<file path="src/rtl/cpd_pkg.sv">
`timescale 1ns / 1ps
// ----------------------------------------------------------------------------
// cpd_pkg
// Shared types and constants of the framed packet receiver.
// ----------------------------------------------------------------------------
package cpd_pkg;

  localparam logic [31:0] CRC_POLY    = 32'hEDB8_8320;
  localparam logic [31:0] CRC_ONES    = 32'hFFFF_FFFF;
  localparam logic [31:0] MAGIC_RESET = 32'h4D48_5558;
  localparam logic [16:0] LEN_CAP     = 17'h1_0000;
  localparam int          LEN_CAP_INT = 65536;

  localparam int HEADER_BYTES = 18;
  localparam int CHECK_BYTES  = 4;

  // result kinds
  localparam logic [2:0] KIND_PAYLOAD  = 3'd0;
  localparam logic [2:0] KIND_OK       = 3'd1;
  localparam logic [2:0] KIND_MAGIC    = 3'd2;
  localparam logic [2:0] KIND_MISMATCH = 3'd3;
  localparam logic [2:0] KIND_LENGTH   = 3'd4;

  // configuration register indexes
  localparam logic CFG_MAGIC = 1'b0;
  localparam logic CFG_LIMIT = 1'b1;

  typedef struct packed {
    logic        valid;
    logic [2:0]  kind;
    logic [7:0]  payload;
    logic        frame_end;
    logic [15:0] version;
    logic [15:0] ftype;
    logic [15:0] status;
    logic [31:0] seqno;
    logic [16:0] length;
  } result_t;

endpackage

</file>
<file path="src/rtl/crc32_packet_deframer.sv">
`timescale 1ns / 1ps
// ----------------------------------------------------------------------------
// crc32_packet_deframer
// Framed byte stream receiver with crc-32 check and payload forwarding.
// ----------------------------------------------------------------------------
// Usage:
//   rx channel: one stream byte per request (rx_valid / rx_stall).
//   result channel: payload bytes (kind 0) as they arrive, and one status
//   request (frame_end high) closing each frame: ok, bad magic, checksum
//   mismatch or length over limit. Drop the forwarded payload on an error.
//   Header fields ride along on every result.
//   cfg channel: cfg_index 0 writes the expected magic, 1 the payload limit;
//   cfg_ready is always high. Write only while no frame is in flight.
// Timing:
//   one byte per cycle sustained while the output register is not stalled;
//   a byte enters an input register, the per-byte crc and frame logic are
//   combinational, and the result lands in an output register.
// Reset: frame state returns to header collection, crc to all ones, magic
//   and limit to their defaults. No clearing pass is needed.
// Stall: while result_stall holds a full output register, the input
//   register holds its byte and rx_stall rises; nothing is dropped.
// ----------------------------------------------------------------------------
module crc32_packet_deframer #(
  parameter int MAX_PAYLOAD = 65536
) (
  input  logic        clk,
  input  logic        rst,
  input  logic        rx_valid,
  output logic        rx_stall,
  input  logic [7:0]  rx_byte,
  output logic        result_valid,
  input  logic        result_stall,
  output logic [2:0]  result_kind,
  output logic [7:0]  payload_byte,
  output logic        frame_end,
  output logic [15:0] frame_version,
  output logic [15:0] frame_type,
  output logic [15:0] frame_status,
  output logic [31:0] frame_sequence,
  output logic [16:0] frame_length,
  input  logic        cfg_valid,
  output logic        cfg_ready,
  input  logic        cfg_index,
  input  logic [31:0] cfg_data
);
  import cpd_pkg::*;

  localparam int EFF_MAX   = (MAX_PAYLOAD < LEN_CAP_INT) ? MAX_PAYLOAD : LEN_CAP_INT;
  localparam int LIM_W     = $clog2(EFF_MAX + 1);
  localparam int CNT_W     = (LIM_W > 5) ? LIM_W : 5;
  localparam logic [16:0] EFF_MAX_W = 17'(EFF_MAX);

  logic [31:0] expected_magic;
  logic [16:0] payload_limit;
  logic [16:0] limit_cap, eff_limit;

  logic        in_full;
  logic [7:0]  in_byte;
  logic        advance;
  result_t     res;

  // configuration
  assign cfg_ready = 1'b1;

  always_ff @(posedge clk) begin
    if (rst) begin
      expected_magic <= MAGIC_RESET;
      payload_limit  <= LEN_CAP;
    end else if (cfg_valid && cfg_ready) begin
      unique case (cfg_index)
        CFG_MAGIC: expected_magic <= cfg_data;
        CFG_LIMIT: payload_limit  <= cfg_data[16:0];
      endcase
    end
  end

  assign limit_cap = (payload_limit > LEN_CAP) ? LEN_CAP : payload_limit;
  assign eff_limit = (EFF_MAX_W < limit_cap) ? EFF_MAX_W : limit_cap;

  // input register
  assign advance  = in_full && (!result_valid || !result_stall);
  assign rx_stall = in_full && !advance;

  always_ff @(posedge clk) begin
    if (rst) begin
      in_full <= 1'b0;
    end else if (!rx_stall) begin
      in_full <= rx_valid;
    end
  end

  always_ff @(posedge clk) begin
    if (rx_valid && !rx_stall) begin
      in_byte <= rx_byte;
    end
  end

  cpd_frame_ctl #(
    .CNT_W (CNT_W)
  ) u_ctl (
    .clk            (clk),
    .rst            (rst),
    .step           (advance),
    .rx_byte        (in_byte),
    .expected_magic (expected_magic),
    .eff_limit      (eff_limit),
    .res            (res)
  );

  // output register
  always_ff @(posedge clk) begin
    if (rst) begin
      result_valid <= 1'b0;
    end else if (advance && res.valid) begin
      result_valid <= 1'b1;
    end else if (result_valid && !result_stall) begin
      result_valid <= 1'b0;
    end
  end

  always_ff @(posedge clk) begin
    if (advance && res.valid) begin
      result_kind    <= res.kind;
      payload_byte   <= res.payload;
      frame_end      <= res.frame_end;
      frame_version  <= res.version;
      frame_type     <= res.ftype;
      frame_status   <= res.status;
      frame_sequence <= res.seqno;
      frame_length   <= res.length;
    end
  end

  a_end_kind: assert property (@(posedge clk) disable iff (rst)
    result_valid |-> frame_end == (result_kind != KIND_PAYLOAD))
    else $error("frame_end disagrees with result kind");

  a_status_data: assert property (@(posedge clk) disable iff (rst)
    result_valid && result_kind != KIND_PAYLOAD |-> payload_byte == 8'd0)
    else $error("status result carries payload data");

  a_hold_input: assert property (@(posedge clk) disable iff (rst)
    in_full && !advance |=> in_full && $stable(in_byte))
    else $error("held input byte lost while output was stalled");

  a_len_sat: assert property (@(posedge clk) disable iff (rst)
    result_valid |-> frame_length <= LEN_CAP)
    else $error("frame length not saturated");

endmodule

</file>
<file path="src/rtl/cpd_crc_byte.sv">
`timescale 1ns / 1ps
// ----------------------------------------------------------------------------
// cpd_crc_byte
// One-byte update of a reflected crc-32, bit by bit over eight xor levels.
// ----------------------------------------------------------------------------
module cpd_crc_byte (
  input  logic [31:0] crc,
  input  logic [7:0]  data,
  output logic [31:0] crc_next
);
  import cpd_pkg::*;

  always_comb begin
    logic [31:0] c;
    c = crc ^ {24'd0, data};
    for (int i = 0; i < 8; i++) begin
      c = (c >> 1) ^ (CRC_POLY & {32{c[0]}});
    end
    crc_next = c;
  end

endmodule

</file>
<file path="src/rtl/cpd_frame_ctl.sv">
`timescale 1ns / 1ps
// ----------------------------------------------------------------------------
// cpd_frame_ctl
// Frame state: header collection, payload forwarding and checksum compare.
// ----------------------------------------------------------------------------
module cpd_frame_ctl #(
  parameter int CNT_W = 17
) (
  input  logic            clk,
  input  logic            rst,
  input  logic            step,
  input  logic [7:0]      rx_byte,
  input  logic [31:0]     expected_magic,
  input  logic [16:0]     eff_limit,
  output cpd_pkg::result_t res
);
  import cpd_pkg::*;

  localparam logic [1:0] PH_HEADER  = 2'd0;
  localparam logic [1:0] PH_PAYLOAD = 2'd1;
  localparam logic [1:0] PH_CHECK   = 2'd2;

  logic [1:0]       phase, phase_next;
  logic [CNT_W-1:0] byte_count, byte_count_next, count_inc;
  logic [31:0]      running_crc, running_crc_next, crc_upd;
  logic [31:0]      magic_word, magic_word_next;
  logic [15:0]      version_word, version_word_next;
  logic [15:0]      type_word, type_word_next;
  logic [15:0]      status_word, status_word_next;
  logic [31:0]      sequence_word, sequence_word_next;
  logic [31:0]      length_word, length_word_next;
  logic [31:0]      received_check, received_check_next;

  cpd_crc_byte u_crc (
    .crc      (running_crc),
    .data     (rx_byte),
    .crc_next (crc_upd)
  );

  assign count_inc = byte_count + CNT_W'(1);

  always_comb begin
    phase_next          = phase;
    byte_count_next     = byte_count;
    running_crc_next    = running_crc;
    magic_word_next     = magic_word;
    version_word_next   = version_word;
    type_word_next      = type_word;
    status_word_next    = status_word;
    sequence_word_next  = sequence_word;
    length_word_next    = length_word;
    received_check_next = received_check;
    res.valid           = 1'b0;
    res.kind            = KIND_PAYLOAD;
    res.payload         = 8'd0;
    res.frame_end       = 1'b0;

    unique case (phase)
      PH_PAYLOAD: begin
        running_crc_next = crc_upd;
        byte_count_next  = count_inc;
        res.valid        = 1'b1;
        res.payload      = rx_byte;
        if (32'(count_inc) >= length_word) begin
          phase_next      = PH_CHECK;
          byte_count_next = '0;
        end
      end
      PH_CHECK: begin
        received_check_next = {received_check[23:0], rx_byte};
        byte_count_next     = count_inc;
        if (count_inc == CNT_W'(CHECK_BYTES)) begin
          res.valid        = 1'b1;
          res.frame_end    = 1'b1;
          res.kind         = (received_check_next == ~running_crc) ? KIND_OK
                                                                   : KIND_MISMATCH;
          phase_next       = PH_HEADER;
          byte_count_next  = '0;
          running_crc_next = CRC_ONES;
        end
      end
      default: begin
        // unused phase code behaves as header collection
        phase_next       = PH_HEADER;
        running_crc_next = crc_upd;
        if (byte_count < CNT_W'(4)) begin
          magic_word_next = {magic_word[23:0], rx_byte};
        end else if (byte_count < CNT_W'(6)) begin
          version_word_next = {version_word[7:0], rx_byte};
        end else if (byte_count < CNT_W'(8)) begin
          type_word_next = {type_word[7:0], rx_byte};
        end else if (byte_count < CNT_W'(10)) begin
          status_word_next = {status_word[7:0], rx_byte};
        end else if (byte_count < CNT_W'(14)) begin
          sequence_word_next = {sequence_word[23:0], rx_byte};
        end else begin
          length_word_next = {length_word[23:0], rx_byte};
        end
        byte_count_next = count_inc;
        if (count_inc == CNT_W'(HEADER_BYTES)) begin
          if (magic_word_next != expected_magic) begin
            res.valid        = 1'b1;
            res.frame_end    = 1'b1;
            res.kind         = KIND_MAGIC;
            byte_count_next  = '0;
            running_crc_next = CRC_ONES;
          end else if (length_word_next > {15'd0, eff_limit}) begin
            res.valid        = 1'b1;
            res.frame_end    = 1'b1;
            res.kind         = KIND_LENGTH;
            byte_count_next  = '0;
            running_crc_next = CRC_ONES;
          end else begin
            byte_count_next     = '0;
            received_check_next = '0;
            phase_next          = (length_word_next == 32'd0) ? PH_CHECK : PH_PAYLOAD;
          end
        end
      end
    endcase

    res.version  = version_word_next;
    res.ftype    = type_word_next;
    res.status   = status_word_next;
    res.seqno    = sequence_word_next;
    res.length   = (length_word_next > {15'd0, LEN_CAP}) ? LEN_CAP
                                                         : length_word_next[16:0];
  end

  always_ff @(posedge clk) begin
    if (rst) begin
      phase          <= PH_HEADER;
      byte_count     <= '0;
      running_crc    <= CRC_ONES;
      magic_word     <= '0;
      version_word   <= '0;
      type_word      <= '0;
      status_word    <= '0;
      sequence_word  <= '0;
      length_word    <= '0;
      received_check <= '0;
    end else if (step) begin
      phase          <= phase_next;
      byte_count     <= byte_count_next;
      running_crc    <= running_crc_next;
      magic_word     <= magic_word_next;
      version_word   <= version_word_next;
      type_word      <= type_word_next;
      status_word    <= status_word_next;
      sequence_word  <= sequence_word_next;
      length_word    <= length_word_next;
      received_check <= received_check_next;
    end
  end

  a_check_count: assert property (@(posedge clk) disable iff (rst)
    phase == PH_CHECK |-> byte_count < CNT_W'(CHECK_BYTES))
    else $error("checksum byte count out of range");

  a_payload_count: assert property (@(posedge clk) disable iff (rst)
    phase == PH_PAYLOAD |-> 32'(byte_count) < length_word)
    else $error("payload count reached length without leaving payload phase");

  a_restart: assert property (@(posedge clk) disable iff (rst)
    step && res.valid && res.frame_end |=> phase == PH_HEADER && byte_count == '0)
    else $error("status result did not restart header collection");

endmodule

</file>
<file path="config.mk">
export PLATFORM = sky130hd
export DESIGN_NAME = crc32_packet_deframer
export DESIGN_NICKNAME = d
export VERILOG_FILES = /design/src/rtl/cpd_pkg.sv /design/src/rtl/crc32_packet_deframer.sv /design/src/rtl/cpd_crc_byte.sv /design/src/rtl/cpd_frame_ctl.sv
export SDC_FILE = /design/constraint.sdc
export NUM_CORES = 1
export LEC_CHECK = 0
export ABC_CLOCK_PERIOD_IN_PS = 23700
export BUFFER_PORTS_ARGS = -buffer_cell sky130_fd_sc_hd__buf_4
export CAP_MARGIN = 20
export CORE_ASPECT_RATIO = 1.2
export CORE_UTILIZATION = 30
export DETAILED_ROUTE_END_ITERATION = 7
export GPL_ROUTABILITY_DRIVEN = 0
export PLACE_DENSITY = 0.58
export SLEW_MARGIN = 20
export SYNTH_ARGS = -nofsm -noshare
export SYNTH_HDL_FRONTEND = slang
export SYNTH_SLANG_ARGS = --single-unit
</file>
<file path="constraint.sdc">
create_clock -name clk -period 23.7 [get_ports clk]
set_input_delay 3.555 -clock clk [delete_from_list [all_inputs] [get_ports clk]]
set_output_delay 3.555 -clock clk [all_outputs]
set_load 0.05 [all_outputs]
</file>
==> results.tsv <==
metric	value	unit
status	finished, final reports clean	
IO Port Bufs	156	
vias	14287	
clk_lat worst skew	0.58	ns
hold path startpoint	u_ctl.magic_word[28]	
CTS Buffer Depth	3	
ys flop type	dfxtp_1	
Final Slew Violations	0	
initial core utilization	30.32	%
FF-to-FF Start	u_ctl.byte_count[4]	
Synthesized Nets	2004	
most common cell in the netlist	dfxtp_1	
Cell variety after synth	73	
max cap viols	0	
Synth top cells by count	dfxtp_1, nor2_1, nand2_1	
row count	98	
CP endpoint kind	output port	
post-synthesis sequential area ratio	49.47	%
Pwr Density	78.90	nW/um^2
syn avg cell area	9.405	um^2
Slew HR	27.02	%
P&R area growth vs syn	18.67	%
Hold WC Path Type	register to register	
CTS clk-pin slew, worst paths	0.06	ns
layout cells sized above 1	16.86	%
first-pass GRT wire length	77560	um
hold buffers post-CTS	0	
asr flop ratio synth	0	%
Worst-Margin Slew	1.067	ns
Yosys reg bits	387	
GRT Util Overall	16.14	%
H-Tree Depth	2	
final-report setup violation count	0	
Final Hold Viols	0	
EDFF count, synth	117	
Mapped Cells	1917	
DR iter-0 viols	1105	
CTS sink count	387	
CTS tree	yes	
Hold Path Cell Cnt	2	
placed cell area	19930	um^2
Final nets	2109	
vias in the first global route	13773	
area of the multi-input gates	8449	um^2
Crit Path Max Fanout	4	
DRC Markers	0	
HPWL Detailed	33720	um
DIE WIDTH	225.8	um
total gr overflow	0	
Post-DRT Antenna Nets	0	
dominant cell type by area after synthesis	dfxtp_1	
vias per inst	4.997	
Die H	270.6	um
fillers	5958	
largest net degree at the start of global routing	132	
Final Critical Period	7.630	ns
drt total wl	50090	um
io pins	158	
reg-to-reg endpoint	frame_length[8]	
Reg area	8919	um^2
TritonRoute pass-1 iters	5	
YS warnings	0	
Root Driver	clkbuf_16	
Final period util	32.19	%
# Post-CTS Setup Buffers	0	
kind of critical path	input port to output port	
Final Cell Area	21400	um^2
core box area	59470	um^2
number of CTS-inserted buffers	44	
routed len/inst	17.52	um
synthesized cell area	18030	um^2
Hold EP	u_ctl.magic_word[28]	
top cell type's share of synthesized area	29.98	%
Arr. time, crit path	4.08	ns
static leakage	8.096	nW
startpoint types	input port	
Req. time, crit path	20.15	ns
PnR Total Power	1.688	mW
Max VDD drop	43.35	uV
reg-to-reg slack, setup	17.81	ns
initial antenna violation count	2	
FF-to-FF path depth	15	
Max Clk Rate	0.1311	GHz
setup TNS	0	ns
top post-synthesis cells by area	dfxtp_1, edfxtp_1, xnor2_1, nor2_1, nand2_1	
clock skew after layout	0.02575	ns
Die Area	61090	um^2
RSZ-0062 raised after global routing	no	
Post-CTS Resized	0	
cell families (layout without fill, tap and decap cells):
kind of cell	Yosys count	after routing	synth area share [%]
AOI/OAI and AO/OA	292	292	11.16
xor gates and xnor gates	155	155	7.571
adders and majority gates	41	41	2.845
buffers and inverters	181	322	4.053
DFF	387	387	49.47
muxes	93	93	5.697
other	1	2	0.02080
and+or+nand+nor	767	767	19.19
state kept, by name, indices dropped and copies added (netlist names), 17 cells and up:
signal                count
u_ctl.received_check     24
u_ctl.byte_count         17
u_ctl.magic_word         32
u_ctl.length_word        32
frame_sequence           32
u_ctl.running_crc        32
expected_magic           32
payload_limit            17
u_ctl.sequence_word      32
frame_length             17
how the worst max path moves through the flow:
| stage | start | end | slack (ns) | cells past startpoint |
|---|---|---|---|---|
| 2_1_floorplan | result_stall | frame_end | 13.38 | 5 |
| 3_3_place_gp | result_stall | rx_stall | 16.07 | 3 |
| 3_5_place_dp | result_stall | rx_stall | 16.08 | 3 |
| 4_1_cts | result_stall | rx_stall | 16.08 | 3 |
| 5_1_grt | result_stall | rx_stall | 16.05 | 3 |
| 6_report | result_stall | rx_stall | 16.07 | 3 |
layer usage:
metal,vias up,share of wire [%],track usage (%)
met1,6849,44,20.65
li1,6909,-,-
met3,103,5.4,2.845
met5,-,0,0
met2,426,47,26.83
met4,0,3.3,6.158
cell usage in the layout, fill, tap and decap left out, drive strengths merged, types with 26 or more instances in the layout:
| cell | count |
|---|---|
| dfxtp | 270 |
| nor2 | 259 |
| nand2 | 246 |
| buf | 178 |
| xnor2 | 122 |
| edfxtp | 117 |
| a21oi | 109 |
| nor3 | 99 |
| mux2 | 77 |
| inv | 65 |
| clkbuf | 60 |
| ha | 41 |
| xor2 | 33 |
| nand4 | 31 |
| o22a | 31 |
| nor4 | 27 |
| a22o | 26 |
| nand3 | 26 |
cell type report:
cell class | count | share of cell area [%]
Sequential cell | 387 | 41.68
Multi-Input combinational cell | 1349 | 39.49
Timing Repair Buffer | 178 | 6.356
Clock buffer | 60 | 5.660
Tap cell | 800 | 4.678
Inverter | 62 | 1.088
Clock inverter | 22 | 1.035
Antenna cell | 1 | 0.01170
report_power, final:
part / total (mW) / switching (mW) / internal [mW]
Combinational: 0.272 / 0.149 / 0.123
Sequential: 0.742 / 0.0298 / 0.712
Clock: 0.674 / 0.280 / 0.394
Total: 1.69 / 0.459 / 1.23
through the flow:
stage / hold WS, ns / cells / util, % / setup WS [ns]
2_1_floorplan: 0.4360 / 1917 / - / 13.38
3_3_place_gp: 0.4414 / 2775 / 33.49 / 16.07
3_5_place_dp: 0.4554 / 2775 / 33.52 / 16.08
4_1_cts: 0.4638 / 2857 / 35.92 / 16.08
5_1_grt: 0.4922 / 2858 / 35.98 / 16.05
6_report: 0.4644 / 2859 / 35.98 / 16.07
critical path, cell delays in order:
cell	delay [ns]
buf_4	0.12
and3_1	0.20
buf_4	0.19
(Power assumes the default switching activity.)
